[src/rtl/tss_pkg.sv]
package tss_pkg;

    // Default configuration and fixed field widths.
    localparam int TSS_MAX_ROWS  = 64;
    localparam int TSS_FRAC_BITS = 20;
    localparam int DATA_W        = 32;
    localparam int ROW_W         = 6;
    localparam int PROD_W        = 64;
    localparam int WIDE_W        = 65;
    localparam int CNT_W         = 7;

    localparam logic signed [PROD_W-1:0] Q_LIMIT = 64'sh4000_0000_0000_0000;

    // Controller states.
    typedef enum logic [3:0] {
        S_IDLE,
        S_F_MUL,
        S_F_NUM,
        S_F_GO,
        S_F_WAIT,
        S_STORE,
        S_B_RD,
        S_B_MUL,
        S_B_NUM,
        S_B_GO,
        S_B_WAIT,
        S_B_EMIT
    } t_tss_state;

    // Multiplier operand selection.
    typedef enum logic [1:0] {
        MUL_FWD_C,
        MUL_FWD_R,
        MUL_BACK
    } t_tss_mul;

    // Commands from the controller to the datapath.
    typedef struct packed {
        logic     in_take;
        logic     mul_en;
        t_tss_mul mul_sel;
        logic     num_fwd;
        logic     num_back;
        logic     div_start;
        logic     res_d;
        logic     res_r;
        logic     store;
        logic     emit;
    } t_tss_cmd;

    // Status from the datapath to the controller.
    typedef struct packed {
        logic idx_zero;
        logic start_back;
        logic div_done;
        logic out_busy;
        logic k_zero;
    } t_tss_sts;

    // Saturate a wide signed value to the 32-bit range.
    function automatic logic signed [DATA_W-1:0] tss_sat(input logic signed [WIDE_W-1:0] v);
        logic signed [WIDE_W-1:0] hi;
        logic signed [WIDE_W-1:0] lo;
        hi = WIDE_W'($signed({1'b0, {(DATA_W-1){1'b1}}}));
        lo = -hi - WIDE_W'(1);
        if (v > hi) begin
            return {1'b0, {(DATA_W-1){1'b1}}};
        end else if (v < lo) begin
            return {1'b1, {(DATA_W-1){1'b0}}};
        end else begin
            return v[DATA_W-1:0];
        end
    endfunction

endpackage

[src/rtl/tss_ctrl.sv]
module tss_ctrl (
    input  logic              i_clk,
    input  logic              i_rst_n,
    input  logic              i_in_valid,
    input  tss_pkg::t_tss_sts i_sts,
    output logic              o_in_ready,
    output tss_pkg::t_tss_cmd o_cmd
);
    import tss_pkg::*;

    t_tss_state r_state, n_state;
    logic       r_phase, n_phase;

    // Next state; the phase bit picks the diagonal or right-hand-side pass.
    always_comb begin
        n_state = r_state;
        n_phase = r_phase;
        case (r_state)
            S_IDLE: begin
                n_phase = 1'b0;
                if (i_in_valid) begin
                    n_state = i_sts.idx_zero ? S_STORE : S_F_MUL;
                end
            end
            S_F_MUL:  n_state = S_F_NUM;
            S_F_NUM:  n_state = S_F_GO;
            S_F_GO:   n_state = S_F_WAIT;
            S_F_WAIT: begin
                if (i_sts.div_done) begin
                    n_phase = 1'b1;
                    n_state = r_phase ? S_STORE : S_F_MUL;
                end
            end
            S_STORE:  n_state = i_sts.start_back ? S_B_RD : S_IDLE;
            S_B_RD:   n_state = S_B_MUL;
            S_B_MUL:  n_state = S_B_NUM;
            S_B_NUM:  n_state = S_B_GO;
            S_B_GO:   n_state = S_B_WAIT;
            S_B_WAIT: begin
                if (i_sts.div_done) begin
                    n_state = S_B_EMIT;
                end
            end
            S_B_EMIT: begin
                if (!i_sts.out_busy) begin
                    n_state = i_sts.k_zero ? S_IDLE : S_B_RD;
                end
            end
            default:  n_state = S_IDLE;
        endcase
    end

    // Commands for the datapath.
    always_comb begin
        o_cmd      = '0;
        o_cmd.mul_sel = MUL_FWD_C;
        o_in_ready = 1'b0;
        case (r_state)
            S_IDLE: begin
                o_in_ready   = 1'b1;
                o_cmd.in_take = i_in_valid;
            end
            S_F_MUL: begin
                o_cmd.mul_en  = 1'b1;
                o_cmd.mul_sel = r_phase ? MUL_FWD_R : MUL_FWD_C;
            end
            S_F_NUM:  o_cmd.num_fwd = 1'b1;
            S_F_GO:   o_cmd.div_start = 1'b1;
            S_F_WAIT: begin
                o_cmd.res_d = i_sts.div_done && !r_phase;
                o_cmd.res_r = i_sts.div_done && r_phase;
            end
            S_STORE:  o_cmd.store = 1'b1;
            S_B_MUL: begin
                o_cmd.mul_en  = 1'b1;
                o_cmd.mul_sel = MUL_BACK;
            end
            S_B_NUM:  o_cmd.num_back = 1'b1;
            S_B_GO:   o_cmd.div_start = 1'b1;
            S_B_EMIT: o_cmd.emit = !i_sts.out_busy;
            default:  o_cmd = o_cmd;
        endcase
    end

    always_ff @(posedge i_clk) begin
        if (!i_rst_n) begin
            r_state <= S_IDLE;
            r_phase <= 1'b0;
        end else begin
            r_state <= n_state;
            r_phase <= n_phase;
        end
    end
endmodule

[config.mk]
export PLATFORM = sky130hd
export DESIGN_NAME = tss_ctrl
export DESIGN_NICKNAME = d
export VERILOG_FILES = /design/src/rtl/tss_pkg.sv /design/src/rtl/tss_ctrl.sv
export SDC_FILE = /design/constraint.sdc
export NUM_CORES = 1
export LEC_CHECK = 0
export CORE_AREA = 3 3 40 42
export CTS_CLUSTER_DIAMETER = 200
export DETAILED_ROUTE_END_ITERATION = 7
export DIE_AREA = 0 0 43 45
export DONT_BUFFER_PORTS = 1
export PLACE_DENSITY = 0.63
export REMOVE_ABC_BUFFERS = 1
export SLEW_MARGIN = 30
export SYNTH_ARGS = -nofsm -noshare
export SYNTH_HDL_FRONTEND = slang
export SYNTH_SLANG_ARGS = --single-unit
[constraint.sdc]
create_clock -name i_clk -period 1.3 [get_ports i_clk]
set_input_delay 0.26 -clock i_clk [delete_from_list [all_inputs] [get_ports i_clk]]
set_output_delay 0.26 -clock i_clk [all_outputs]
set_load 0.005 [all_outputs]
==> results.md, run 1 <==
- Vias post-DR: 668
- Final hold vios: 0
- Die area: 0.00194 sq mm
- Slew margin rel.: 79.9%
- GRT overflow: 0
- RSZ-0062 raised after global routing: true
- Failing checks: setup timing
- Rows: 13
- Total CTS buffers: 3
- Post-synthesis cell type count: 30
- Hold/Removal Path Class: input port to flip-flop
- Util after Layout: 76.9%
- Io pins: 20
- Crit path time final: 1.56 ns
- Fin Hold WS: 0.124 ns
- Ys async rst share: 0%
- Height of the die: 45 um
- Warnings from Yosys: 0
- Crit path required time: 1.04 ns
- Initial antenna violation count: 0
- Initial DRT Pass Iterations: 4
- Setup ws final: -0.256 ns
- Nets: 108
- Sw Share: 37.8%
- Critical Path Start Type: flip-flop
- Placer Congestion: 0.858
- Post-synth EDFFs: 0
- Fin area: 988 sq um
- PD cells: 1060 mW/mm^2
- Post-Syn Instances: 72
- Floorplan Core Area: 0.00128 sq mm
- Vias per Instance: 5.86
- Port Buf Inserts: 0
- Hold buffers post-CTS: 0
- Vias in the first global route: 705
- Part of the cycle the worst path needs: 120%
- Drt wl/cell: 18.1 um
- Starting density of the core: 39.0%
- Placed Area: 616 sq um
- Critical Path Fanout Max: 5
- Placed Cells: 97
- Cell Area, Synth: 502 sq um
- Clk network pwr share: 18.4%
- Arr. time, crit path: 1.30 ns
- Root Buffer: clkbuf_4
- Layout cells sized above 1: 66.7%
- Number of synthesized register bits: 5
- Comb pwr share: 59.6%
- Area grow syn2layout: 97.0%
- Least-Margin Pin Slew: 0.302 ns
- Leak: 0.405 nW
- Remaining DRCs: 0
- Final Non-Filler Cells: 114
- Ys flop type: dfxtp_1
- Reg power frac: 22.0%
- Fmax: 643 MHz
- Status: finished, violations left
- Critical path capture point type: output pin
- Sw power: 0.000395 W
- Drt total wl: 2070 um
- DIE WIDTH: 43 um
- P_int: 0.000651 W
- Setup Viol. Count Final: 13
- CP Class: flip-flop to output pin
- # H-tree levels: 1
- Clk slew on worst S/H paths: 0.04 ns
- MaxCap Viol Count: 0
- VDD IR max: 0.000827 V
- Post-DP HPWL: 1030 um
- Max Root-Sink Buffers: 2
- DRT iter0 DRCs: 13
- Clk sinks: 5
- Pins Over Slew Limit: 0
- Avg Inst Size Synth: 6.97 sq um
- Worst skew pair latency: 0.26 ns
- Register area share after synthesis: 20.0%
- Clock Skew: 0.00926 ns
- CTS tree: yes
- Number of diodes: 0
- Global-route wire length before repair: 3130 um
- Fill cell total of the finished layout: 76
- Largest net degree at the start of global routing: 13
- Remaining antenna violation count after routing: 0
- Total Routing Usage GR: 22.3%
-- through the flow --
step / power, W / TNS, ns / setup slack, ns
after floorplan: 0.000389 / -0.393 / -0.154
after global placement: 0.000546 / -0.711 / -0.165
after detailed placement: 0.000556 / -0.965 / -0.202
after CTS: 0.000892 / -1.61 / -0.197
after global routing: 0.00112 / -2.71 / -0.335
final: 0.00105 / -1.82 / -0.256
-- path summary, 6_finish.rpt --
kind               from         end  slack (ns)  depth (start not counted)
min reg2reg     r_phase     r_phase        0.67                          3
min             i_rst_n  r_state[0]        0.12                          1
max reg2reg  r_state[1]  r_state[2]       -0.21                          5
max          r_state[1]    o_cmd[2]       -0.26                          4
-- Yosys cell counts (2+ instances only) --
master,number,area share [%]
nand2b_1,7,8.7
dfxtp_1,5,20
clkbuf_1,4,3.0
inv_1,2,1.5
nor3_1,5,5.0
buf_2,2,2.0
or4b_1,2,4.0
nor3b_1,3,4.5
o21a_1,3,4.5
a21oi_1,5,5.0
nor4b_1,2,3.5
nand2_1,5,3.7
nor2_1,10,7.5
-- cell usage in the layout (no fill, tap or decap), drive strengths merged --
master / instances
nor3b: 3
a31o: 1
nand2: 5
clkbuf: 4
dfxtp: 5
nor2: 10
or4bb: 1
nor2b: 1
inv: 2
o41ai: 1
buf: 31
nand4b: 1
or4b: 2
a22oi: 1
and3: 1
and2: 1
a311oi: 1
nor4: 1
a221oi: 1
o21ai: 1
o21a: 3
nor4b: 2
xor2: 1
nand2b: 7
nor3: 5
a31oi: 1
nand3b: 1
a21oi: 5
-- worst max-delay path, stage by stage, from the launching register on --
cell and delay [ns]:
dfxtp_4 0.36, buf_6 0.12, nor4b_4 0.22, buf_4 0.17, and3_4 0.18
-- power groups by stage --
stage	clock [W]	sequential, W	combinational, W
after detailed placement	0	0.000221	0.000334
final	0.000192	0.000230	0.000623
after global placement	0	0.000219	0.000327
after global routing	0.000217	0.000233	0.000665
after CTS	0.000190	0.000219	0.000484
after floorplan	0	0.000236	0.000153
-- final cells by class --
| cell class | instances | area [sq um] | share of cell area (%) |
|---|---|---|---|
| repair buffers | 31 | 279 | 28.2 |
| clock buffers | 4 | 26.3 | 2.66 |
| flip-flops and latches | 5 | 115 | 11.6 |
| well taps | 15 | 18.8 | 1.90 |
| multi-input cells | 57 | 542 | 54.8 |
| inverters | 2 | 7.51 | 0.759 |
-- flip-flops by register name, summed over array words and instances, names as in the netlist --
register / flops
r_phase: 1
r_state: 4
-- what timing repair did --
action,4_1_cts,5_1_grt
buffers inserted,7,6
endpoints found under the setup margin,14,15
pin swaps,8,9
gates resized for setup,33,18
endpoints found under the hold margin,0,0
-- logic make-up (layout without fill, tap and decap cells) --
logic type,count (synthesis),after routing,synth area share [%]
compound gates,15,15,21.4
xor+xnor,1,1,1.75
flops,5,5,20.0
buf+inv,10,37,9.48
simple gates,41,41,47.4
-- per-layer routing --
metal  vias to the layer above  track usage [%]  routed length, um
met1                       325             20.8                778
met3                         7             6.77                107
met5                         -                0                  0
li1                        313                -                  -
met2                        23             41.9               1120
met4                         0             15.1                 58
(Power assumes the default switching activity.)
==> run 2: changes to the inputs <==
CORE_AREA = 2 2 39 41   (was 3 3 40 42)
DIE_AREA = 0 0 41 43   (was 0 0 43 45)
==> run 2 against run 1 <==
Compared with the run above: via count decreased by 5.4%; combinational power down 6.3%; final area fell by 4.9%; largest cell class unchanged; highest routed layer unchanged; critical endpoint unchanged; the run still ends with setup timing left.
==> results.md, run 2 (synthesis gave the netlist of run 1 again) <==
- Status: finished, violations left (unchanged)
- Failing checks: setup timing (unchanged)
- Crit path time final: 1.48 ns (was 1.56 ns)
- Util after Layout: 67.9% (was 76.9%)
- Critical Path Start Type: flip-flop (unchanged)
- Least-Margin Pin Slew: 0.218 ns (was 0.302 ns)
- Fmax: 675 MHz (was 643 MHz)
- Reg-to-Reg Start: r_state[1] (unchanged)
- Part of the cycle the worst path needs: 114% (was 120%)
- Hold/Removal Path Class: input port to flip-flop (unchanged)
- Most common cell after layout, fill and taps aside: buf_4 (unchanged)
- Pre-CTS WS: -0.150 ns (was -0.202 ns)
- Delay-heaviest family, CP: simple AND/OR/NAND/NOR gates (unchanged)
- Vias per Instance: 5.85 (was 5.86)
- Nets: 101 (was 108)
- CP startpoint: r_state[0] (was r_state[1])
- PD cells: 1070 mW/mm^2 (was 1060 mW/mm^2)
- CP Class: flip-flop to output pin (unchanged)
- CTS tree: yes (unchanged)
- Max Root-Sink Buffers: 2 (unchanged)
- Slew margin rel.: 85.4% (was 79.9%)
- Crit. path cell count: 3 (was 4)
- RSZ-0062 raised after global routing: true (unchanged)
- MaxCap Viol Count: 0 (unchanged)
- VDD IR max: 0.000592 V (was 0.000827 V)
- CP bufs+invs: 1 (was 2)
- Biggest register: r_state (unchanged)
- Met1 Use GR: 22.1% (was 20.8%)
- Drt wl/cell: 16.4 um (was 18.1 um)
- Initial antenna violation count: 0 (unchanged)
- DRT iter0 DRCs: 14 (was 13)
- Hold buffers post-CTS: 0 (unchanged)
- Rows: 14 (was 13)
- Critical path, cell by cell: nor4b_4, buf_4, and3_4 (was buf_6, nor4b_4, buf_4, and3_4)
- Fin Hold WS: 0.123 ns (was 0.124 ns)
- Io pins: 20 (unchanged)
- Commonest non-fill, non-tap cells in the layout: 13 x buf_4, 10 x buf_6, 7 x nor2_1 (was 21 x buf_4, 9 x buf_6, 7 x nor2_1)
- Area grow syn2layout: 87.3% (was 97.0%)
- Pins Over Slew Limit: 0 (unchanged)
- Leak: 0.363 nW (was 0.405 nW)
- Grt met3 use: 7.85% (was 6.77%)
- Critical hold path startpoint: i_rst_n (unchanged)
- Final Non-Filler Cells: 108 (was 114)
- Remaining DRCs: 0 (unchanged)
- Height of the die: 43 um (was 45 um)
- Worst r2r dst: r_state[2] (unchanged)
- Slowest-stage cell, CP: dfxtp_4 (unchanged)
- Placer Congestion: 0.846 (was 0.858)
- Worst skew pair latency: 0.25 ns (was 0.26 ns)
- Clk slew on worst S/H paths: 0.05 ns (was 0.04 ns)
- Number of diodes: 0 (unchanged)
- Floorplan Core Area: 0.00138 sq mm (was 0.00128 sq mm)
- DIE WIDTH: 41 um (was 43 um)
- Critical path capture point type: output pin (unchanged)
- Placed Cells: 96 (was 97)
- GRT overflow: 0 (unchanged)
- GR Util met2: 35.9% (was 41.9%)
- Max reg flops: 4 (unchanged)
- Clock Skew: 0.00317 ns (was 0.00926 ns)
- Setup Viol. Count Final: 14 (was 13)
- Crit path capture: o_cmd[2] (unchanged)
- Crit path required time: 1.04 ns (about the same)
- Regs by FF count: r_state (4), r_phase (1) (unchanged)
- Most used routing layer: met2 (unchanged)
- Die area: 0.00176 sq mm (was 0.00194 sq mm)
- Initial DRT Pass Iterations: 4 (unchanged)
- R2R depth: 6 (was 5)
- Drt total wl: 1780 um (was 2070 um)
- Vias post-DR: 632 (was 668)
- Clk sinks: 5 (unchanged)
- Total Routing Usage GR: 21.3% (was 22.3%)
- Post-DP HPWL: 989 um (was 1030 um)
- Global-route wire length before repair: 2570 um (was 3130 um)
- Slowest cell delay on critical path: 0.37 ns (was 0.36 ns)
- Root Buffer: clkbuf_4 (unchanged)
- Total CTS buffers: 3 (unchanged)
- R2R Setup Slk: -0.09 ns (was -0.21 ns)
- Setup TNS: -1.34 ns (was -1.82 ns)
- Final hold vios: 0 (unchanged)
- Arr. time, crit path: 1.22 ns (was 1.30 ns)
- Port Buf Inserts: 0 (unchanged)
- Starting density of the core: 36.3% (was 39.0%)
- Remaining antenna violation count after routing: 0 (unchanged)
- Layout cells sized above 1: 60.9% (was 66.7%)
- Vias in the first global route: 625 (was 705)
- Setup ws final: -0.181 ns (was -0.256 ns)
- Largest net degree at the start of global routing: 13 (unchanged)
- # H-tree levels: 1 (unchanged)
- Critical Path Fanout Max: 7 (was 5)
-- run 2: changes by cell type in the layout (fill, tap and decap cells not counted), sizes merged --
cell and change:
buf -7
-- run 2: timing repair --
action	4_1_cts	5_1_grt
buffers inserted	5	3
endpoints found under the hold margin	0	0
gates resized for setup	34	20
pin swaps	11	9
setup endpoints to repair	15	14
-- run 2: layer usage --
layer  share of wire, %  wire, um
met5                  0         0
met4                2.6        46
met3                5.4        95
met2                 55       985
met1                 36       647
-- run 2: power breakdown --
group | switching, W | total, W | internal [W]
clock | 0.0000784 | 0.000195 | 0.000117
sequential | 0.0000444 | 0.000223 | 0.000179
combinational | 0.000261 | 0.000584 | 0.000323
total | 0.000384 | 0.00100 | 0.000619
-- run 2: stage by stage --
stage	power, W	cell area, sq um
finish	0.00100	940
global route	0.00106	940
CTS	0.000881	808
detailed placement	0.000540	602
global placement	0.000532	602
floorplan	0.000389	462
-- run 2: worst min-delay path by stage --
stage | end | slack, ns | cells after the start
final | r_state[3] | 0.12 | 1
after global routing | r_state[0] | 0.12 | 1
after detailed placement | r_state[0] | 0.38 | 1
after floorplan | r_state[3] | 0.38 | 1
after global placement | r_state[0] | 0.38 | 1
after CTS | r_state[3] | 0.13 | 1
-- run 2: area by class of cell --
cell class,count,area [sq um]
fill,99,444
sequential,5,115
clock buffer,4,26.3
tap,16,20.0
inverter,2,7.51
timing repair buffer,24,225
multi-input combinational,57,546
